==> src/hdl/lcs_pkg.sv <==
// shared types and constants of the line centroid steering block
// no dependencies; the files that use it refer to it by scoped names
`default_nettype none

package lcs_pkg;

	localparam int CFG_IDX_W  = 3;
	localparam int CFG_DATA_W = 16;

	// register indexes of the configuration port
	localparam logic [CFG_IDX_W-1:0] REG_LUMA_THRESHOLD = 3'd0;
	localparam logic [CFG_IDX_W-1:0] REG_FRAME_WIDTH    = 3'd1;
	localparam logic [CFG_IDX_W-1:0] REG_FRAME_HEIGHT   = 3'd2;
	localparam logic [CFG_IDX_W-1:0] REG_STEER_DIVISOR  = 3'd3;
	localparam logic [CFG_IDX_W-1:0] REG_FORWARD_SPEED  = 3'd4;

	// reset values of the registers
	localparam logic [7:0]  RST_LUMA_THRESHOLD = 8'd100;
	localparam logic [11:0] RST_FRAME_WIDTH    = 12'd640;
	localparam logic [11:0] RST_FRAME_HEIGHT   = 12'd480;
	localparam logic [9:0]  RST_STEER_DIVISOR  = 10'd100;
	localparam logic [15:0] RST_FORWARD_SPEED  = 16'd51;

	// fixed-point luma weights, 14 fractional bits
	localparam int LUMA_W = 22;
	localparam logic [LUMA_W-1:0] LUMA_WR    = 22'd4899;
	localparam logic [LUMA_W-1:0] LUMA_WG    = 22'd9617;
	localparam logic [LUMA_W-1:0] LUMA_WB    = 22'd1868;
	localparam logic [LUMA_W-1:0] LUMA_ROUND = 22'd8192;

	// commands from controller to datapath
	typedef struct packed {
		logic pix_take;
		logic start_xy;
		logic start_t;
		logic load_out;
	} lcs_cmd_t;

	// status from datapath to controller
	typedef struct packed {
		logic next_last;
		logic frame_end;
		logic busy_xy;
		logic busy_t;
	} lcs_stat_t;

endpackage

`default_nettype wire

==> src/hdl/lcs_if.sv <==
// valid/ready channel interfaces: pixel words in, steering result words out
// no dependencies
`default_nettype none

interface lcs_pixel_if;
	logic       valid;
	logic       ready;
	logic [7:0] blue;
	logic [7:0] green;
	logic [7:0] red;

	modport source (output valid, blue, green, red, input ready);
	modport sink (input valid, blue, green, red, output ready);
endinterface

interface lcs_result_if;
	logic               valid;
	logic               ready;
	logic               line_found;
	logic [18:0]        centroid_x;
	logic [18:0]        centroid_y;
	logic [15:0]        speed_out;
	logic signed [15:0] turn_rate;

	modport source (output valid, line_found, centroid_x, centroid_y, speed_out, turn_rate,
		input ready);
	modport sink (input valid, line_found, centroid_x, centroid_y, speed_out, turn_rate,
		output ready);
endinterface

`default_nettype wire

==> src/hdl/line_centroid_steering_top.sv <==
// top level of the line centroid steering block
// depends on lcs_pkg, lcs_if, lcs_div, lcs_ctrl and lcs_dp
//
//  channel   dir  word                                           accepted when
//  pixel     in   blue, green, red                               valid && ready
//  result    out  line_found, centroid_x/y, speed_out, turn_rate valid && ready
//  cfg       in   cfg_index, cfg_data                            cfg_we
//
// one pixel word per cycle; the luma, threshold and sums take three stages
// after the last pixel of a frame the result word follows once the two dividers
// for the centroid, run side by side, and then the steering divider are done,
// one quotient bit per cycle
// the next frame streams in meanwhile; only its last pixel is held back while
// an earlier frame end is still in the dividers or waiting for the output word
// reset loads the register defaults and clears counters and sums at once
`default_nettype none

module line_centroid_steering_top #(
	parameter int MAX_WIDTH  = 2048,
	parameter int MAX_HEIGHT = 2048
) (
	input  wire logic                         clk,
	input  wire logic                         arst_n,
	input  wire logic                         cfg_we,
	input  wire logic [lcs_pkg::CFG_IDX_W-1:0]  cfg_index,
	input  wire logic [lcs_pkg::CFG_DATA_W-1:0] cfg_data,
	lcs_pixel_if.sink                         pixel,
	lcs_result_if.source                      result
);

	lcs_pkg::lcs_cmd_t  cmd;
	lcs_pkg::lcs_stat_t stat;

	lcs_ctrl u_ctrl (
		.clk       (clk),
		.arst_n    (arst_n),
		.in_valid  (pixel.valid),
		.in_ready  (pixel.ready),
		.out_valid (result.valid),
		.out_ready (result.ready),
		.stat      (stat),
		.cmd       (cmd)
	);

	lcs_dp #(
		.MAX_WIDTH  (MAX_WIDTH),
		.MAX_HEIGHT (MAX_HEIGHT)
	) u_dp (
		.clk        (clk),
		.arst_n     (arst_n),
		.cfg_we     (cfg_we),
		.cfg_index  (cfg_index),
		.cfg_data   (cfg_data),
		.blue       (pixel.blue),
		.green      (pixel.green),
		.red        (pixel.red),
		.cmd        (cmd),
		.stat       (stat),
		.line_found (result.line_found),
		.centroid_x (result.centroid_x),
		.centroid_y (result.centroid_y),
		.speed_out  (result.speed_out),
		.turn_rate  (result.turn_rate)
	);

endmodule

`default_nettype wire

==> src/hdl/lcs_div.sv <==
// restoring divider, one quotient bit per cycle
// no dependencies; quotient must fit QUO_W bits (num >> QUO_W below den)
`default_nettype none

module lcs_div #(
	parameter int NUM_W = 42,
	parameter int DEN_W = 23,
	parameter int QUO_W = 19
) (
	input  wire logic             clk,
	input  wire logic             arst_n,
	input  wire logic             start,
	input  wire logic [NUM_W-1:0] num,
	input  wire logic [DEN_W-1:0] den,
	output logic                  busy,
	output logic [QUO_W-1:0]      quo
);

	localparam int CNT_W = $clog2(QUO_W + 1);

	logic [DEN_W-1:0] rem_q;
	logic [DEN_W-1:0] den_q;
	logic [QUO_W-1:0] shf_q;
	logic [CNT_W-1:0] cnt_q;
	logic             busy_q;
	logic [DEN_W:0]   trial;
	logic [DEN_W:0]   diff;
	logic             ge;

	assign trial = {rem_q, shf_q[QUO_W-1]};
	assign diff  = trial - {1'b0, den_q};
	assign ge    = trial >= {1'b0, den_q};

	always_ff @(posedge clk or negedge arst_n) begin
		if (!arst_n) begin
			busy_q <= 1'b0;
			cnt_q  <= '0;
		end else if (start) begin
			busy_q <= 1'b1;
			cnt_q  <= CNT_W'(QUO_W);
		end else if (busy_q) begin
			cnt_q <= cnt_q - 1'b1;
			if (cnt_q == CNT_W'(1)) begin
				busy_q <= 1'b0;
			end
		end
	end

	// upper numerator bits seed the remainder, low bits shift through
	always_ff @(posedge clk) begin
		if (start) begin
			rem_q <= DEN_W'(num >> QUO_W);
			shf_q <= num[QUO_W-1:0];
			den_q <= den;
		end else if (busy_q) begin
			rem_q <= ge ? diff[DEN_W-1:0] : trial[DEN_W-1:0];
			shf_q <= {shf_q[QUO_W-2:0], ge};
		end
	end

	assign busy = busy_q;
	assign quo  = shf_q;

endmodule

`default_nettype wire

==> src/hdl/lcs_ctrl.sv <==
// controller: pixel acceptance, frame-end sequencing, output word valid
// depends on lcs_pkg
`default_nettype none

module lcs_ctrl (
	input  wire logic              clk,
	input  wire logic              arst_n,
	input  wire logic              in_valid,
	output logic                   in_ready,
	output logic                   out_valid,
	input  wire logic              out_ready,
	input  wire lcs_pkg::lcs_stat_t stat,
	output lcs_pkg::lcs_cmd_t      cmd
);

	localparam logic [1:0] ST_IDLE   = 2'd0;
	localparam logic [1:0] ST_DIV_XY = 2'd1;
	localparam logic [1:0] ST_DIV_T  = 2'd2;
	localparam logic [1:0] ST_HOLD   = 2'd3;

	logic [1:0] state_q;
	logic [1:0] state_d;
	logic       pending_q;
	logic       out_valid_q;

	// a frame's last pixel waits while an earlier frame end is unfinished
	assign in_ready = !(pending_q && stat.next_last);

	always_comb begin
		cmd          = '0;
		cmd.pix_take = in_valid && in_ready;
		state_d      = state_q;
		unique case (state_q)
			ST_IDLE: begin
				if (stat.frame_end) begin
					cmd.start_xy = 1'b1;
					state_d      = ST_DIV_XY;
				end
			end
			ST_DIV_XY: begin
				if (!stat.busy_xy) begin
					cmd.start_t = 1'b1;
					state_d     = ST_DIV_T;
				end
			end
			ST_DIV_T: begin
				if (!stat.busy_t) begin
					state_d = ST_HOLD;
				end
			end
			ST_HOLD: begin
				if (!out_valid_q || out_ready) begin
					cmd.load_out = 1'b1;
					state_d      = ST_IDLE;
				end
			end
		endcase
	end

	always_ff @(posedge clk or negedge arst_n) begin
		if (!arst_n) begin
			state_q     <= ST_IDLE;
			pending_q   <= 1'b0;
			out_valid_q <= 1'b0;
		end else begin
			state_q <= state_d;
			if (cmd.pix_take && stat.next_last) begin
				pending_q <= 1'b1;
			end else if (cmd.load_out) begin
				pending_q <= 1'b0;
			end
			if (cmd.load_out) begin
				out_valid_q <= 1'b1;
			end else if (out_ready) begin
				out_valid_q <= 1'b0;
			end
		end
	end

	assign out_valid = out_valid_q;

endmodule

`default_nettype wire

==> src/hdl/lcs_dp.sv <==
// datapath: config registers, luma pipeline, position counters, sums,
// centroid and steering dividers, output word register
// depends on lcs_pkg and lcs_div
`default_nettype none

module lcs_dp #(
	parameter int MAX_WIDTH  = 2048,
	parameter int MAX_HEIGHT = 2048
) (
	input  wire logic                         clk,
	input  wire logic                         arst_n,
	input  wire logic                         cfg_we,
	input  wire logic [lcs_pkg::CFG_IDX_W-1:0]  cfg_index,
	input  wire logic [lcs_pkg::CFG_DATA_W-1:0] cfg_data,
	input  wire logic [7:0]                   blue,
	input  wire logic [7:0]                   green,
	input  wire logic [7:0]                   red,
	input  wire lcs_pkg::lcs_cmd_t            cmd,
	output lcs_pkg::lcs_stat_t                stat,
	output logic                              line_found,
	output logic [18:0]                       centroid_x,
	output logic [18:0]                       centroid_y,
	output logic [15:0]                       speed_out,
	output logic signed [15:0]                turn_rate
);

	localparam int COL_W  = $clog2(MAX_WIDTH);
	localparam int ROW_W  = (MAX_HEIGHT > 1) ? $clog2(MAX_HEIGHT) : 1;
	localparam int CNT_W  = $clog2(MAX_WIDTH * MAX_HEIGHT + 1);
	localparam int CSUM_W = CNT_W + COL_W;
	localparam int RSUM_W = CNT_W + ROW_W;
	localparam int QX_W   = COL_W + 8;
	localparam int QY_W   = ROW_W + 8;
	localparam int SAT_W  = (QX_W >= 17) ? QX_W : 17;
	localparam int LW     = lcs_pkg::LUMA_W;

	// configuration
	logic [7:0]  thr_q;
	logic [11:0] fw_q;
	logic [11:0] fh_q;
	logic [9:0]  sdiv_q;
	logic [15:0] spd_q;

	always_ff @(posedge clk or negedge arst_n) begin
		if (!arst_n) begin
			thr_q  <= lcs_pkg::RST_LUMA_THRESHOLD;
			fw_q   <= lcs_pkg::RST_FRAME_WIDTH;
			fh_q   <= lcs_pkg::RST_FRAME_HEIGHT;
			sdiv_q <= lcs_pkg::RST_STEER_DIVISOR;
			spd_q  <= lcs_pkg::RST_FORWARD_SPEED;
		end else if (cfg_we) begin
			unique case (cfg_index)
				lcs_pkg::REG_LUMA_THRESHOLD: thr_q  <= cfg_data[7:0];
				lcs_pkg::REG_FRAME_WIDTH:    fw_q   <= cfg_data[11:0];
				lcs_pkg::REG_FRAME_HEIGHT:   fh_q   <= cfg_data[11:0];
				lcs_pkg::REG_STEER_DIVISOR:  sdiv_q <= cfg_data[9:0];
				lcs_pkg::REG_FORWARD_SPEED:  spd_q  <= cfg_data[15:0];
				default: ;
			endcase
		end
	end

	// effective frame size minus one, zero acts as one, clamped to the maxima
	logic [COL_W-1:0] w_m1;
	logic [ROW_W-1:0] h_m1;
	logic [COL_W:0]   w_eff;
	logic [COL_W-1:0] half_w;

	always_comb begin
		if (fw_q == 12'd0) begin
			w_m1 = '0;
		end else if ({1'b0, fw_q} > 13'(MAX_WIDTH)) begin
			w_m1 = COL_W'(MAX_WIDTH - 1);
		end else begin
			w_m1 = COL_W'(fw_q - 12'd1);
		end
		if (fh_q == 12'd0) begin
			h_m1 = '0;
		end else if ({1'b0, fh_q} > 13'(MAX_HEIGHT)) begin
			h_m1 = ROW_W'(MAX_HEIGHT - 1);
		end else begin
			h_m1 = ROW_W'(fh_q - 12'd1);
		end
	end

	assign w_eff  = {1'b0, w_m1} + 1'b1;
	assign half_w = w_eff[COL_W:1];

	// position counters, advanced on every accepted pixel
	logic [COL_W-1:0] col_q;
	logic [ROW_W-1:0] row_q;
	logic             row_end;
	logic             next_last;

	assign row_end   = col_q >= w_m1;
	assign next_last = row_end && (row_q >= h_m1);

	always_ff @(posedge clk or negedge arst_n) begin
		if (!arst_n) begin
			col_q <= '0;
			row_q <= '0;
		end else if (cmd.pix_take) begin
			if (!row_end) begin
				col_q <= col_q + 1'b1;
			end else if (!next_last) begin
				col_q <= '0;
				row_q <= row_q + 1'b1;
			end else begin
				col_q <= '0;
				row_q <= '0;
			end
		end
	end

	// stage 1: weighted channels
	logic [LW-1:0]    pr_s1, pg_s1, pb_s1;
	logic [COL_W-1:0] col_s1;
	logic [ROW_W-1:0] row_s1;
	logic             last_s1;
	logic             valid_s1;

	always_ff @(posedge clk or negedge arst_n) begin
		if (!arst_n) begin
			valid_s1 <= 1'b0;
		end else begin
			valid_s1 <= cmd.pix_take;
		end
	end

	always_ff @(posedge clk) begin
		if (cmd.pix_take) begin
			pr_s1   <= LW'(red) * lcs_pkg::LUMA_WR;
			pg_s1   <= LW'(green) * lcs_pkg::LUMA_WG;
			pb_s1   <= LW'(blue) * lcs_pkg::LUMA_WB;
			col_s1  <= col_q;
			row_s1  <= row_q;
			last_s1 <= next_last;
		end
	end

	// stage 2: luma and threshold
	logic [LW-1:0]    luma_sum;
	logic             line_s2;
	logic             last_s2;
	logic             valid_s2;
	logic [COL_W-1:0] col_s2;
	logic [ROW_W-1:0] row_s2;

	assign luma_sum = pr_s1 + pg_s1 + pb_s1 + lcs_pkg::LUMA_ROUND;

	always_ff @(posedge clk or negedge arst_n) begin
		if (!arst_n) begin
			valid_s2 <= 1'b0;
		end else begin
			valid_s2 <= valid_s1;
		end
	end

	always_ff @(posedge clk) begin
		if (valid_s1) begin
			line_s2 <= luma_sum[LW-1:14] <= thr_q;
			last_s2 <= last_s1;
			col_s2  <= col_s1;
			row_s2  <= row_s1;
		end
	end

	// stage 3: accumulate; the last pixel hands the totals to the job registers
	logic [CNT_W-1:0]  cnt_q;
	logic [CSUM_W-1:0] csum_q;
	logic [RSUM_W-1:0] rsum_q;
	logic [CNT_W-1:0]  cnt_nx;
	logic [CSUM_W-1:0] csum_nx;
	logic [RSUM_W-1:0] rsum_nx;
	logic [CNT_W-1:0]  cnt_job_q;
	logic [CSUM_W-1:0] csum_job_q;
	logic [RSUM_W-1:0] rsum_job_q;
	logic              end_q;

	assign cnt_nx  = cnt_q + CNT_W'(line_s2);
	assign csum_nx = csum_q + (line_s2 ? CSUM_W'(col_s2) : '0);
	assign rsum_nx = rsum_q + (line_s2 ? RSUM_W'(row_s2) : '0);

	always_ff @(posedge clk or negedge arst_n) begin
		if (!arst_n) begin
			cnt_q  <= '0;
			csum_q <= '0;
			rsum_q <= '0;
			end_q  <= 1'b0;
		end else begin
			end_q <= valid_s2 && last_s2;
			if (valid_s2) begin
				if (last_s2) begin
					cnt_q  <= '0;
					csum_q <= '0;
					rsum_q <= '0;
				end else begin
					cnt_q  <= cnt_nx;
					csum_q <= csum_nx;
					rsum_q <= rsum_nx;
				end
			end
		end
	end

	always_ff @(posedge clk) begin
		if (valid_s2 && last_s2) begin
			cnt_job_q  <= cnt_nx;
			csum_job_q <= csum_nx;
			rsum_job_q <= rsum_nx;
		end
	end

	// centroid dividers
	logic [QX_W-1:0] quo_x;
	logic [QY_W-1:0] quo_y;
	logic            busy_x, busy_y;

	lcs_div #(
		.NUM_W (CSUM_W + 8),
		.DEN_W (CNT_W),
		.QUO_W (QX_W)
	) u_div_x (
		.clk    (clk),
		.arst_n (arst_n),
		.start  (cmd.start_xy),
		.num    ({csum_job_q, 8'd0}),
		.den    (cnt_job_q),
		.busy   (busy_x),
		.quo    (quo_x)
	);

	lcs_div #(
		.NUM_W (RSUM_W + 8),
		.DEN_W (CNT_W),
		.QUO_W (QY_W)
	) u_div_y (
		.clk    (clk),
		.arst_n (arst_n),
		.start  (cmd.start_xy),
		.num    ({rsum_job_q, 8'd0}),
		.den    (cnt_job_q),
		.busy   (busy_y),
		.quo    (quo_y)
	);

	// steering: |cx - half width| over the divisor, sign applied afterwards
	logic [QX_W-1:0] half_q8;
	logic            err_pos;
	logic [QX_W-1:0] err_mag;
	logic [9:0]      sdiv_eff;
	logic [QX_W-1:0] quo_t;
	logic            busy_t;

	assign half_q8  = {half_w, 8'd0};
	assign err_pos  = quo_x > half_q8;
	assign err_mag  = err_pos ? (quo_x - half_q8) : (half_q8 - quo_x);
	assign sdiv_eff = (sdiv_q == 10'd0) ? 10'd1 : sdiv_q;

	lcs_div #(
		.NUM_W (QX_W),
		.DEN_W (10),
		.QUO_W (QX_W)
	) u_div_t (
		.clk    (clk),
		.arst_n (arst_n),
		.start  (cmd.start_t),
		.num    (err_mag),
		.den    (sdiv_eff),
		.busy   (busy_t),
		.quo    (quo_t)
	);

	// saturate to 16 bits; a positive error steers negative
	logic [SAT_W-1:0]   quo_t_ext;
	logic signed [15:0] turn_sat;

	assign quo_t_ext = SAT_W'(quo_t);

	always_comb begin
		if (err_pos) begin
			if (quo_t_ext >= SAT_W'(32768)) begin
				turn_sat = 16'sh8000;
			end else begin
				turn_sat = $signed(~quo_t_ext[15:0] + 16'd1);
			end
		end else begin
			if (quo_t_ext > SAT_W'(32767)) begin
				turn_sat = 16'sh7fff;
			end else begin
				turn_sat = $signed(quo_t_ext[15:0]);
			end
		end
	end

	// output word register
	logic found;

	assign found = cnt_job_q != '0;

	always_ff @(posedge clk) begin
		if (cmd.load_out) begin
			line_found <= found;
			centroid_x <= found ? 19'(quo_x) : 19'd0;
			centroid_y <= found ? 19'(quo_y) : 19'd0;
			speed_out  <= spd_q;
			turn_rate  <= found ? turn_sat : 16'sd0;
		end
	end

	assign stat.next_last = next_last;
	assign stat.frame_end = end_q;
	assign stat.busy_xy   = busy_x || busy_y;
	assign stat.busy_t    = busy_t;

endmodule

`default_nettype wire

==> src/flat_wrapper.sv <==
// flat-port wrapper written by rule: the top's interface ports become plain ports
module line_centroid_steering_top_flat 
#(
	parameter int MAX_WIDTH  = 2048,
	parameter int MAX_HEIGHT = 2048
)
  (clk, arst_n, cfg_we, cfg_index, cfg_data, pixel_valid, pixel_blue, pixel_green, pixel_red, pixel_ready, result_valid, result_line_found, result_centroid_x, result_centroid_y, result_speed_out, result_turn_rate, result_ready);
  lcs_pixel_if pixel_i ();
  lcs_result_if result_i ();
  input  wire logic clk;
  input  wire logic arst_n;
  input  wire logic cfg_we;
  input  wire logic [lcs_pkg::CFG_IDX_W-1:0] cfg_index;
  input  wire logic [lcs_pkg::CFG_DATA_W-1:0] cfg_data;
  input wire logic [$bits(pixel_i.valid)-1:0] pixel_valid;
  input wire logic [$bits(pixel_i.blue)-1:0] pixel_blue;
  input wire logic [$bits(pixel_i.green)-1:0] pixel_green;
  input wire logic [$bits(pixel_i.red)-1:0] pixel_red;
  output wire logic [$bits(pixel_i.ready)-1:0] pixel_ready;
  output wire logic [$bits(result_i.valid)-1:0] result_valid;
  output wire logic [$bits(result_i.line_found)-1:0] result_line_found;
  output wire logic [$bits(result_i.centroid_x)-1:0] result_centroid_x;
  output wire logic [$bits(result_i.centroid_y)-1:0] result_centroid_y;
  output wire logic [$bits(result_i.speed_out)-1:0] result_speed_out;
  output wire logic [$bits(result_i.turn_rate)-1:0] result_turn_rate;
  input wire logic [$bits(result_i.ready)-1:0] result_ready;
  assign pixel_i.valid = pixel_valid;
  assign pixel_i.blue = pixel_blue;
  assign pixel_i.green = pixel_green;
  assign pixel_i.red = pixel_red;
  assign pixel_ready = pixel_i.ready;
  assign result_valid = result_i.valid;
  assign result_line_found = result_i.line_found;
  assign result_centroid_x = result_i.centroid_x;
  assign result_centroid_y = result_i.centroid_y;
  assign result_speed_out = result_i.speed_out;
  assign result_turn_rate = result_i.turn_rate;
  assign result_i.ready = result_ready;
  line_centroid_steering_top #(.MAX_WIDTH(MAX_WIDTH), .MAX_HEIGHT(MAX_HEIGHT)) u_core (.clk(clk), .arst_n(arst_n), .cfg_we(cfg_we), .cfg_index(cfg_index), .cfg_data(cfg_data), .pixel(pixel_i), .result(result_i));
endmodule
==> config.mk <==
export PLATFORM = sky130hd
export DESIGN_NAME = line_centroid_steering_top_flat
export DESIGN_NICKNAME = d
export VERILOG_FILES = /design/src/hdl/lcs_pkg.sv /design/src/hdl/lcs_if.sv /design/src/hdl/line_centroid_steering_top.sv /design/src/hdl/lcs_div.sv /design/src/hdl/lcs_ctrl.sv /design/src/hdl/lcs_dp.sv /design/src/flat_wrapper.sv
export SDC_FILE = /design/constraint.sdc
export NUM_CORES = 1
export LEC_CHECK = 0
export BUFFER_PORTS_ARGS = -buffer_cell sky130_fd_sc_hd__clkbuf_2
export CAP_MARGIN = 10
export CORE_MARGIN = 1.5
export CORE_UTILIZATION = 40
export CTS_CLUSTER_DIAMETER = 40
export DETAILED_ROUTE_END_ITERATION = 8
export SKIP_CTS_REPAIR_TIMING = 1
export SKIP_LAST_GASP = 1
export SLEW_MARGIN = 25
export SYNTH_ARGS = -nofsm -noshare
export SYNTH_HDL_FRONTEND = slang
export SYNTH_SLANG_ARGS = --single-unit
==> constraint.sdc <==
create_clock -name clk -period 6.4 [get_ports clk]
set_clock_uncertainty 0.1 [all_clocks]
set_input_delay 0 -clock clk [delete_from_list [all_inputs] [get_ports clk]]
set_output_delay 0 -clock clk [all_outputs]
set_load 0.005 [all_outputs]
# After elaboration in Yosys (flattened, before gate mapping)
# Cells that the tools add are included.
# op_classes
addsub	20
multipliers	3
n_lt_le_gt_ge	11
n_eq_ne	14
mux	58
bitwise_logic	1
reduce_logical	27
# op_table
cell	count
$mux 23	7
$mux 19	7
$mux 11	8
$add 34x11->34	2
$mux 34	2
$ge 24x23->1	2
$mux 16	3
$sub 23x23->23	2
$sub 19x19->19	2
$mux 5	6
$gt 12x12->1 const B	2
$logic_not 12->1	2
$add 23x1->23	1
$reduce_bool 23->1	1
$add 11x1->11 const B	2
$add 21x22->22	1
$add 22x14->22 const B	1
$add 22x19->22	1
$ge 11x11->1	2
$mul 8x14->22 const B	1
$sub 11x1->11 const B	2
$mul 8x13->21 const B	1
$ge 19x16->1 const B	1
$gt 19x15->1 const B	1
other kinds (29)	74
# totals
regBits	611
in_bits	48
out_inout_bits	73
wordCells	184

# Longest topological paths before layout
# Gate-level depths: netlist of the first run.
# logic_depth
ltp_word	10
depth_mapped	24
depth_no_buf	23

# By module
# From an unflattened synthesis of the first run, not the netlist that was laid out.
# unflattened
hier_cells	3517
hier_area_um2	38630.8
# by_module_without_submodules
module	n_inst	cells_each	area_per_inst_um2	seq_area_each_um2
lcs_dp	1	2530	27382.5	12451.9
lcs_div at u_core.u_dp.u_div_x ...	2	382	4304.1	2102.0
lcs_div at u_core.u_dp.u_div_t	1	195	2324.7	1221.2
lcs_ctrl	1	28	315.3	100.1

# Least setup slack after synthesis of the first run
# OpenSTA, ideal clock, no wires.
# synth_timing
path_kind	reg2reg
start	reg u_core.u_dp.fh_q[6]
end	reg u_core.u_dp.col_q[10]
setup_ns	0.078
arrival_ns	5.453
t_required_ns	6.222
path_slack_ns	0.768
stages_incl_launch_ff	17
n_path_buf	0
synth_period_minus_slack_ns	5.632
path_cell_list	dfstp_2 -> or4_1 -> nor3_1 -> and4b_1 -> nand2_1 -> o21a_1 -> ha_1 -> nand2b_1 -> a21o_1 -> a21oi_1 -> o22ai_1 -> o221ai_1 -> o31ai_1 -> inv_1 -> nand2_1 -> or3_1 -> a21oi_1
# synth_rtl
element	line_no	source
from (decl)	lcs_dp.sv:40	logic [11:0] fh_q;
from (signal assigned)	lcs_dp.sv:48	fh_q <= lcs_pkg::RST_FRAME_HEIGHT;
from (signal assigned)	lcs_dp.sv:55	lcs_pkg::REG_FRAME_HEIGHT: fh_q <= cfg_data[11:0];
to (signal assigned)	lcs_dp.sv:104	col_q <= col_q + 1'b1;
to (decl)	lcs_dp.sv:90	logic [COL_W-1:0] col_q;

# Worst setup path after layout of the first run
# layout_timing
start	reg u_core.u_dp.fw_q[3]
end	reg u_core.u_dp.turn_rate[5] (data pin)
# layout_between
elab_chain_len	6
word_cells_on_any_way	8
classes_between	add/sub (2); order compare (2); mux (3); reduce/logical (1)
# layout_lines
element	line_no	source
from (decl)	lcs_dp.sv:39	logic [11:0] fw_q;
from (signal assigned)	lcs_dp.sv:47	fw_q <= lcs_pkg::RST_FRAME_WIDTH;
from (signal assigned)	lcs_dp.sv:54	lcs_pkg::REG_FRAME_WIDTH: fw_q <= cfg_data[11:0];
$sub 11x1->11 or $gt 12x12->1 (tied branches)	lcs_dp.sv:75, lcs_dp.sv:72	
$mux 11	lcs_dp.sv:72	end else if ({1'b0, fw_q} > 13'(MAX_WIDTH)) begin
$mux 11 (*)	lcs_dp.sv:70	if (fw_q == 12'd0) begin
$add 11x1->12 (*)	lcs_dp.sv:86	assign w_eff = {1'b0, w_m1} + 1'b1;
$gt 19x19->1 (*)	lcs_dp.sv:256	assign err_pos = quo_x > half_q8;
$mux 16 (*)	lcs_dp.sv:281	if (err_pos) begin
to (signal assigned)	lcs_dp.sv:307	turn_rate <= found ? turn_sat : 16'sd0;
to (decl)	lcs_dp.sv:24	output logic signed [15:0] turn_rate
# Mark *: on every way between the ends. The rest lies on a longest branch, timed or not.
# A chain may end at the register's enable or synchronous reset.

==> run_results.csv, run 1 <==
group,metric,value,unit
min_path,hold_end,"u_core.u_dp.thr_q[6]",
power_and_ir_drop,p_per_area,484,nW/um^2
floorplanning,coreArea,90000,sq um
clock_tree,path_clk_slew,0.06,ns
min_path,worstHoldStart,"cfg_we",
critical_path,crit_required,6.79,ns
floorplanning,pin_count,121,
grt,met2_usage,0.295,
finish,antenna_cells,0,
floorplanning,die_h,304,microns
finish,nNetsFinal,4010,
power_and_ir_drop,cellInternalPower,12700,uW
clock_tree,worst_skew_pair.late_latency,0.65,ns
finish,area_growth,15.7,%
timing,grt_setup_unrepaired,"false",
yosys,ys_seq_area_frac,0.472,
timing,hold_ws,-0.0319,ns
timing,min_period,5.54,ns
timing,worstMarginPinSlew,1.02,ns
timing,finalMaxSlewViolations,0,
finish,fillers,8317,
yosys,synth-seq-cells,611,
yosys,synth_fp_nets,3828,
route,wl_per_cell,17.2,microns
clock_tree,h-tree-depth,3,
power_and_ir_drop,combPwrFrac,0.425,
critical_path,path_max_fanout,17,
power_and_ir_drop,switching_share,0.377,
grt,grt-ovfl-total,0,
timing,maxSlewHeadroom,0.319,
floorplanning,fp.dieW,304,microns
grt,grt-busiest-layer,"met2",
grt,grt_max_degree,134,
grt,grt_pass1_wl,134000,microns
place,port_buffers,120,
grt,grt_usage,0.178,
clock_tree,clk_path_buf_depth,3,
timing,setup_viol_count_final,0,
clock_tree,cts_buffers,97,
yosys,synth.distinct_cells,80,
timing,max_freq,0.180,GHz
timing,hold_viol_final,4,
grt,met3_usage,0.0258,
flow_run,maxCapViolCount,0,
critical_path,start_kind,"flop",
route,drc_errors,0,
grt,antenna_found_initial,0,
floorplanning,start_util,0.403,
power_and_ir_drop,pwr-share-clk,0.253,
yosys,synth_edf_count,389,
place,dpl.hpwl,57900,microns
yosys,synthArstFlopShare,0.321,
critical_path,reg2reg_to,"u_core.u_dp.turn_rate[5]",
floorplanning,die_area,92500,sq um
min_path,hold_depth,6,
grt,grt_pass1_vias,24900,
critical_path,reg2reg_slack,0.86,ns
route,dr.first_iter.drc_count,1505,
critical_path,reg2regPathDepth,17,
power_and_ir_drop,p_sw,7660,uW
place,place.gp.congestion,0.879,
clock_tree,cts_tree,"built",
yosys,post_synth.cell_area_avg,10.7,sq um
route,ant_nets,0,
critical_path,reg2reg_from,"u_core.u_dp.fw_q[3]",
yosys,synth-main-ff-cell,"edfxtp_1",
place,place_ws,0.871,ns
timing,timing.final.ws_setup,0.855,ns
run_status,violations,"hold timing",
route,vias,25100,
critical_path,criticalPathCategory,"flop to flop",
power_and_ir_drop,leakage,0.0183,uW
clock_tree,root_buffer,"clkbuf_16",
min_path,hold_class,"input pin to flop",
timing,period_share,0.866,
yosys,synth_cells,3376,
timing,fin_tns_setup,0,ns
grt,grtUsageMet1,0.243,
critical_path,end_kind,"flop",
power_and_ir_drop,p_seq_frac,0.322,
critical_path,cp.arrival,5.93,ns
route,via_per_inst,5.21,
route,wl,82600,microns
run_status,run_status,"finished with violations",
route,first_pass_iters,6,
floorplanning,rows,110,
clock_tree,cts.sinks,611,
yosys,syn_area,36300,sq um
power_and_ir_drop,vdd_drop_max,0.279,mV
finish,drive_above_1_share,0.118,
yosys,synth.yosys.warnings,0,
[synthesized netlist by cell type (84+ instances only)]
master,n,area [sq um]
xnor2_1,158,1380
clkbuf_1,106,398
nand3_1,91,455
xor2_1,84,736
dfrtp_1,180,4500
ha_1,337,4220
o21ai_0,189,946
edfxtp_1,389,11700
nand2_1,268,1010
a21oi_1,198,991
nor2_1,222,833
inv_1,278,1040
[stage by stage]
stage	hold slack, ns	area [sq um]	utilization	cells	total power, uW
after global placement	-0.0562	38200	0.424	4586	15100
final	-0.0319	42000	0.466	4818	20300
after CTS	-0.760	41500	0.461	4769	20500
after detailed placement	-0.0577	38200	0.424	4586	15200
after floorplan	-0.396	36300	-	3376	12900
after global routing	0.00105	42000	0.466	4818	22000
[placed cells by master, fill, tap and decap left out, types with 38 or more instances in the layout]
master,netlist,routed
fa_1,67,67
xor2_1,84,84
mux2i_1,54,54
nor2b_1,59,59
dfrtp_1,180,179
edfxtp_1,389,389
nand2_1,268,267
clkbuf_2,0,119
o21ai_0,189,189
a21o_1,48,48
xnor2_1,158,158
inv_1,278,276
nor3_1,56,55
clkbuf_16,0,98
nand3_1,91,91
nor2_1,222,219
mux2_2,47,47
ha_1,337,337
o31ai_1,38,38
a21oi_1,198,198
dlygate4sd3_1,0,48
[per-layer routing]
| layer | up-vias | wire, microns |
|---|---|---|
| li1 | 12500 | - |
| met1 | 12100 | 38900 |
| met2 | 451 | 38900 |
| met3 | 113 | 3320 |
| met4 | 0 | 1550 |
| met5 | - | 0 |
[cell type report]
cell class	count	area [sq um]	share of cell area
repair buffers	199	1370	0.0326
multi-input cells	2368	17700	0.422
clock buffers	107	2510	0.0597
flip-flops and latches	611	17100	0.408
clock inverters	76	754	0.0180
inverters	281	1060	0.0252
well taps	1176	1470	0.0350
[worst max-delay path by stage]
stage / startpoint / end / depth (start not counted)
6_report: u_core.u_dp.fw_q[3] / u_core.u_dp.turn_rate[5] / 17
5_1_grt: u_core.u_dp.fw_q[3] / u_core.u_dp.turn_rate[8] / 17
4_1_cts: u_core.u_dp.fw_q[3] / u_core.u_dp.u_div_t.quo[13] / 20
3_5_place_dp: u_core.u_dp.fw_q[3] / u_core.u_dp.u_div_t.quo[13] / 20
3_3_place_gp: u_core.u_dp.fw_q[3] / u_core.u_dp.u_div_t.quo[13] / 20
2_1_floorplan: u_core.u_dp.fh_q[6] / u_core.u_dp.col_q[10] / 16
[worst max-delay path, stage by stage (launching register included)]
cell,delay (ns)
dfrtp_1,0.52
nor4_4,0.46
nand3_1,0.21
xor2_1,0.19
o31a_1,0.26
nor2_1,0.15
maj3_1,0.21
nand2_1,0.07
or3_1,0.41
mux2i_1,0.14
ha_1,0.40
nand2_1,0.13
nor4_1,0.30
nand4_1,0.16
and3_1,0.27
a21oi_2,0.62
nand2_1,0.50
a21oi_1,0.27
[state kept, by name (all words and copies together) (netlist names), 17 cells and up]
register / cells
u_core.u_dp.u_div_y.den_q: 23
u_core.u_dp.u_div_y.rem_q: 23
u_core.u_dp.cnt_q: 23
u_core.u_dp.rsum_q: 34
u_core.u_dp.csum_q: 34
u_core.u_dp.u_div_t.quo: 19
u_core.u_dp.centroid_y: 19
u_core.u_dp.cnt_job_q: 23
u_core.u_dp.csum_job_q: 34
u_core.u_dp.rsum_job_q: 34
u_core.u_dp.centroid_x: 19
u_core.u_dp.pg_s1: 22
u_core.u_dp.u_div_x.rem_q: 23
u_core.u_dp.pb_s1: 17
u_core.u_dp.u_div_x.quo: 19
u_core.u_dp.u_div_y.quo: 19
u_core.u_dp.pr_s1: 21
[power groups by stage]
stage / clock network, uW / registers, uW / logic, uW
2_1_floorplan: 0 / 6300 / 6640
3_3_place_gp: 0 / 6580 / 8500
3_5_place_dp: 0 / 6600 / 8620
4_1_cts: 5260 / 6540 / 8690
5_1_grt: 5440 / 6670 / 9850
6_report: 5150 / 6540 / 8640
[cell families (layout without fill, tap and decap cells)]
kind of cell	count (synthesis)	count (layout)	synth area share
compound gates	703	703	0.123
simple gates	914	914	0.121
mux	102	102	0.0298
xor+xnor	242	242	0.0584
buf+inv	397	663	0.0416
flops	611	611	0.472
fa+ha+maj	407	407	0.154
Power figures use the tool's default switching activity.
==> run 2, diff against run 1 <==
--- a/config.mk
+++ b/config.mk
@@ -11,6 +11,7 @@
 export CORE_UTILIZATION = 40
 export CTS_CLUSTER_DIAMETER = 40
 export DETAILED_ROUTE_END_ITERATION = 8
+export REMOVE_ABC_BUFFERS = 1
 export SKIP_CTS_REPAIR_TIMING = 1
 export SKIP_LAST_GASP = 1
 export SLEW_MARGIN = 25
==> run 2 against run 1 <==
  * Clock power is 3% higher
  * Wire length is 2.1% lower
  * Worst hold slack better by 0.0079 ns
  * Register-to-register slack better by 0.36 ns
  * The flow still finishes with violations (hold timing)
  * Global-route usage is 0.40 points lower
  * Fmax is 6.9% higher
  * Cell count hardly changed
==> run_results.csv, run 2 (synthesis gave the netlist of run 1 again) <==
group,metric,value,unit
critical_path,criticalPathCategory,"flop to flop",
clock_tree,worst_skew_pair.late_latency,0.66,ns
clock_tree,cts_tree,"built",
power_and_ir_drop,leakage,0.0183,uW
timing,grt_setup_unrepaired,"false",
finish,fin_cells,4814,
timing,hold_ws,-0.0241,ns
floorplanning,coreArea,90000,sq um
floorplanning,die_area,92500,sq um
finish,final_core_util,0.467,
route,ant_nets,0,
timing,fin_tns_setup,0,ns
timing,period_share,0.811,
timing,setup_viol_count_final,0,
route,first_pass_iters,5,
clock_tree,clk_path_buf_depth,3,
grt,grt_pass1_vias,24900,
place,place_inst,4587,
power_and_ir_drop,p_sw,7650,uW
route,wl_per_cell,16.8,microns
timing,maxSlewHeadroom,0.375,
grt,antenna_found_initial,2,
finish,drive_above_1_share,0.119,
finish,layout_commonest_cell,"edfxtp_1",
floorplanning,die_h,304,microns
timing,max_freq,0.193,GHz
clock_tree,cts.sinks,611,
power_and_ir_drop,vdd_drop_max,0.264,mV
floorplanning,fp.dieW,304,microns
floorplanning,start_util,0.403,
power_and_ir_drop,cellInternalPower,12800,uW
route,met2WireLength,38300,microns
finish,area_growth,15.9,%
grt,grt_max_degree,140,
grt,grt_usage,0.174,
critical_path,path_cells,"nor4_4 -> nand3_1 -> xor2_1 -> o31a_1 -> nor2_1 -> maj3_1 -> nand2_1 -> or3_1 -> mux2i_1 -> ha_1 -> nand2_1 -> nor4_1 -> nand4_1 -> and3_1 -> a21o_1 -> buf_4 -> a21oi_1 -> xor2_1 -> o21ai_0",
power_and_ir_drop,combPwrFrac,0.421,
grt,grt-ovfl-total,0,
critical_path,cp.arrival,5.47,ns
finish,fillers,8305,
power_and_ir_drop,p_seq_frac,0.319,
critical_path,start_kind,"flop",
critical_path,cp_slowest_stage_delay,0.52,ns
route,wl_met1,37700,microns
place,place.gp.congestion,0.865,
place,port_buffers,120,
grt,grt_pass1_wl,131000,microns
finish,mostFrequentLayoutCells,"edfxtp_1, ha_1, inv_1, nand2_1, nor2_1",
route,highest_layer,"met5",
critical_path,path_max_fanout,12,
timing,hold_viol_final,4,
clock_tree,path_clk_slew,0.06,ns
place,dpl.hpwl,57100,microns
route,wl_met3,3570,microns
floorplanning,pin_count,121,
route,dr.first_iter.drc_count,1547,
power_and_ir_drop,pwr-share-clk,0.260,
run_status,run_status,"finished with violations",
timing,finalMaxSlewViolations,0,
route,via_per_inst,5.24,
finish,antenna_cells,0,
route,wl,80900,microns
route,drc_errors,0,
power_and_ir_drop,p_per_area,487,nW/um^2
critical_path,crit_path_top_delay_cell,"dfrtp_1",
critical_path,crit_required,6.68,ns
flow_run,maxCapViolCount,0,
critical_path,end_kind,"flop",
route,vias,25200,
min_path,hold_class,"input pin to flop",
clock_tree,root_buffer,"clkbuf_16",
run_status,violations,"hold timing",
timing,worstMarginPinSlew,0.937,ns
finish,nNetsFinal,4007,
clock_tree,h-tree-depth,3,
power_and_ir_drop,switching_share,0.373,
clock_tree,cts_buffers,95,
floorplanning,rows,110,
timing,timing.final.ws_setup,1.21,ns
place,place_ws,1.25,ns
timing,min_period,5.19,ns
-- run 2: changes by cell type in the layout (fill, tap and decap cells not counted), moves of 2 or more --
| cell | before | now |
|---|---|---|
| bufinv_16 | 5 | 9 |
| clkinv_2 | 18 | 10 |
| dlygate4sd3_1 | 48 | 46 |
| clkinv_1 | 7 | 5 |
| inv_6 | 11 | 24 |
| clkinv_8 | 1 | 4 |
| buf_4 | 28 | 30 |
| clkinv_4 | 19 | 9 |
-- run 2: layout make-up --
class | instances | area, sq um | area share
Multi-Input combinational cell | 2368 | 17700 | 0.421
Clock inverter | 74 | 861 | 0.0205
Timing Repair Buffer | 198 | 1340 | 0.0319
Sequential cell | 611 | 17100 | 0.407
Inverter | 281 | 1060 | 0.0251
Clock buffer | 106 | 2490 | 0.0593
Tap cell | 1176 | 1470 | 0.0350
-- run 2: metal layers --
layer | track usage | vias to the layer above
met3 | 0.0303 | 109
met5 | 0 | -
li1 | - | 12500
met2 | 0.291 | 473
met4 | 0.0427 | 2
met1 | 0.235 | 12200
-- run 2: stage by stage --
| step | instance area, sq um | total power (uW) |
|---|---|---|
| after floorplan | 35800 | 12900 |
| after global placement | 38200 | 15100 |
| after detailed placement | 38200 | 15200 |
| after CTS | 41600 | 20600 |
| after global routing | 42000 | 22100 |
| final | 42000 | 20500 |
-- run 2: power groups by stage --
stage	logic, uW	clock network (uW)	registers (uW)
3_5_place_dp	8580	0	6600
5_1_grt	9840	5620	6680
4_1_cts	8660	5440	6540
2_1_floorplan	6460	0	6400
3_3_place_gp	8490	0	6590
6_report	8630	5320	6540
-- run 2: worst paths after layout --
check                           slack [ns]  cells past startpoint                 from                            to
worst max register to register        1.21                     19  u_core.u_dp.fw_q[3]    u_core.u_dp.u_div_t.quo[8]
max in group asynchronous             4.97                      4               arst_n          u_core.u_dp.valid_s1
worst min-delay path                 -0.02                      6               cfg_we          u_core.u_dp.thr_q[2]
worst min register to register        0.31                      0  u_core.u_dp.last_s1           u_core.u_dp.last_s2
worst max-delay path                  1.21                     19  u_core.u_dp.fw_q[3]    u_core.u_dp.u_div_t.quo[8]
min in group asynchronous             0.46                      4               arst_n  u_core.u_dp.u_div_y.cnt_q[2]
-- run 2: critical path: cells and delay by family, from the launching register on --
kind / cells / cell delay [ns]
adders and majority gates: 2 / 0.63
and+or+nand+nor: 9 / 2.14
xor gates and xnor gates: 2 / 0.34
buffers and inverters: 1 / 0.25
DFF: 1 / 0.52
muxes: 1 / 0.14
AOI/OAI and AO/OA: 4 / 0.79
==> run 3, diff against run 2 <==
==> constraint.sdc (replaced) <==
create_clock -name clk -period 4.9 [get_ports clk]
set_clock_uncertainty 0.1 [all_clocks]
set_input_delay 0 -clock clk [delete_from_list [all_inputs] [get_ports clk]]
set_output_delay 0 -clock clk [all_outputs]
set_load 0.005 [all_outputs]
==> run 3 against run 2 <==
  * The flow still finishes with violations (hold timing)
  * Wire length grew 0.23%
  * Utilization grew 0.37 points
  * Combinational power grew 32%
  * Critical path type unchanged
  * Highest routed layer unchanged
  * Critical path depth grew 3
  * Largest power group unchanged
  * Non-clock buffer count grew 28
  * Sequential cell count is the same
  * Total power grew 31%
==> run_results.csv, run 3 (synthesis gave the netlist of run 1 again) <==
group,metric,value,unit
min_path,worstHoldStart,"cfg_we",
power_and_ir_drop,leakage,0.0184,uW
critical_path,end_kind,"flop",
finish,area_growth,16.8,%
place,dpl.hpwl,57600,microns
critical_path,reg2reg_to,"u_core.u_dp.u_div_t.quo[14]",
critical_path,crit_path_top_delay_cell,"dfrtp_1",
route,wl_per_cell,16.8,microns
grt,grt_pass1_vias,24400,
timing,hold_ws,-0.0374,ns
power_and_ir_drop,p_per_area,635,nW/um^2
finish,fin_cells,4839,
floorplanning,pin_count,121,
timing,maxSlewHeadroom,0.287,
critical_path,cp.arrival,4.92,ns
clock_tree,clk_path_buf_depth,3,
timing,setup_viol_count_final,0,
route,drc_errors,0,
critical_path,crit_family,"simple AND/OR/NAND/NOR gates",
flow_run,maxCapViolCount,0,
grt,grt_usage,0.173,
place,place_inst,4608,
clock_tree,worst_skew_pair.late_latency,0.66,ns
timing,hold_viol_final,6,
timing,finalMaxSlewViolations,0,
min_path,hold_depth,6,
min_path,hold_class,"input pin to flop",
finish,drive_above_1_share,0.127,
timing,grt_setup_unrepaired,"true",
floorplanning,fp.dieW,304,microns
route,ant_nets,0,
floorplanning,die_h,304,microns
finish,antenna_cells,0,
route,via_per_inst,5.19,
place,place_area,38400,sq um
timing,max_freq,0.216,GHz
route,first_pass_iters,5,
timing,worstMarginPinSlew,1.06,ns
finish,layout_commonest_cell,"edfxtp_1",
clock_tree,root_buffer,"clkbuf_16",
run_status,run_status,"finished with violations",
finish,mostFrequentLayoutCells,"edfxtp_1, ha_1, inv_1, nand2_1, nor2_1",
floorplanning,rows,110,
route,vias,25100,
finish,nNetsFinal,4034,
route,dr.first_iter.drc_count,1534,
route,wl,81100,microns
finish,design_area,42400,sq um
place,place.gp.congestion,0.863,
critical_path,path_max_fanout,7,
clock_tree,cts.sinks,611,
run_status,violations,"hold timing",
critical_path,cp_slowest_stage_delay,0.39,ns
critical_path,criticalPathCategory,"flop to flop",
grt,grt-ovfl-total,0,
power_and_ir_drop,vdd_drop_max,0.430,mV
floorplanning,start_util,0.403,
critical_path,path_cells,"inv_2 -> ha_1 -> nor2b_2 -> and3_2 -> nor2_1 -> nor2_1 -> a21o_1 -> inv_1 -> ha_2 -> nand3_1 -> or3_4 -> mux2i_1 -> ha_1 -> nand2_1 -> nor4_2 -> nand4_1 -> and3_4 -> a21o_2 -> a211oi_1 -> a21oi_1 -> xnor2_1 -> o21ai_0",
critical_path,reg2reg_slack,0.27,ns
critical_path,critPathBufInv,2,
clock_tree,path_clk_slew,0.06,ns
grt,grt_pass1_wl,130000,microns
critical_path,start_kind,"flop",
critical_path,reg2regPathDepth,22,
timing,period_share,0.946,
min_path,hold_end,"u_core.u_dp.thr_q[6]",
clock_tree,h-tree-depth,3,
place,port_buffers,120,
critical_path,reg2reg_from,"u_core.u_dp.fw_q[0]",
floorplanning,die_area,92500,sq um
clock_tree,cts_tree,"built",
floorplanning,coreArea,90000,sq um
grt,antenna_found_initial,1,
critical_path,crit_required,5.18,ns
clock_tree,cts_buffers,94,
grt,grt_max_degree,115,
timing,min_period,4.63,ns
==> run 3: report_power, final <==
| part | internal, uW | switching, uW | total [uW] |
|---|---|---|---|
| Clock | 4410 | 2670 | 7070 |
| Sequential | 7520 | 982 | 8500 |
| Combinational | 5100 | 6260 | 11400 |
| Total | 17000 | 9910 | 26900 |
==> run 3: how the worst max path moves through the flow <==
stage	from	to	slack (ns)	cells after the start
final	u_core.u_dp.fw_q[0]	u_core.u_dp.u_div_t.quo[14]	0.27	22
after global routing	u_core.u_dp.fw_q[0]	u_core.u_dp.u_div_t.quo[15]	-0.01	23
after CTS	u_core.u_dp.fw_q[0]	u_core.u_dp.u_div_t.quo[8]	0.05	22
after detailed placement	u_core.u_dp.fw_q[0]	u_core.u_dp.u_div_t.quo[8]	0.09	22
after global placement	u_core.u_dp.fw_q[0]	u_core.u_dp.u_div_t.quo[8]	0.15	22
after floorplan	u_core.u_dp.fh_q[6]	u_core.u_dp.col_q[10]	-0.90	16
==> run 3: layer usage <==
layer	vias to the layer above	wire, microns	global-route usage	share of wire
li1	12500	-	-	-
met1	12000	37900	0.236	0.47
met3	99	3430	0.0276	0.042
met4	2	1620	0.0520	0.020
met2	493	38100	0.284	0.47
met5	-	13	0	0.00016
==> run 3: worst min-delay path: stages <==
cell	delay (ns)
clkbuf_2	0.09
nor2b_1	0.16
nor3b_1	0.14
buf_4	0.17
nand2_1	0.07
o21ai_0	0.07
==> run 3: cell type report <==
cell class              count  area [sq um]
multi-input cells        2368         17700
well taps                1176          1470
clock inverters            75           995
repair buffers            226          1590
clock buffers             102          2400
inverters                 281          1060
fillers                  8292         47600
flip-flops and latches    611         17100
==> run 3: per-stage QoR <==
step	utilization	setup slack (ns)	hold slack (ns)	setup TNS, ns	power, uW
final	0.471	0.265	-0.0374	0	26900
after global routing	0.471	-0.0120	0.000574	-0.0304	29100
after CTS	0.464	0.0500	-0.727	0	27100
after detailed placement	0.426	0.0931	-0.00213	0	19900
after global placement	0.426	0.154	0.00440	0	19700
after floorplan	-	-0.904	-0.396	-34.52	16800
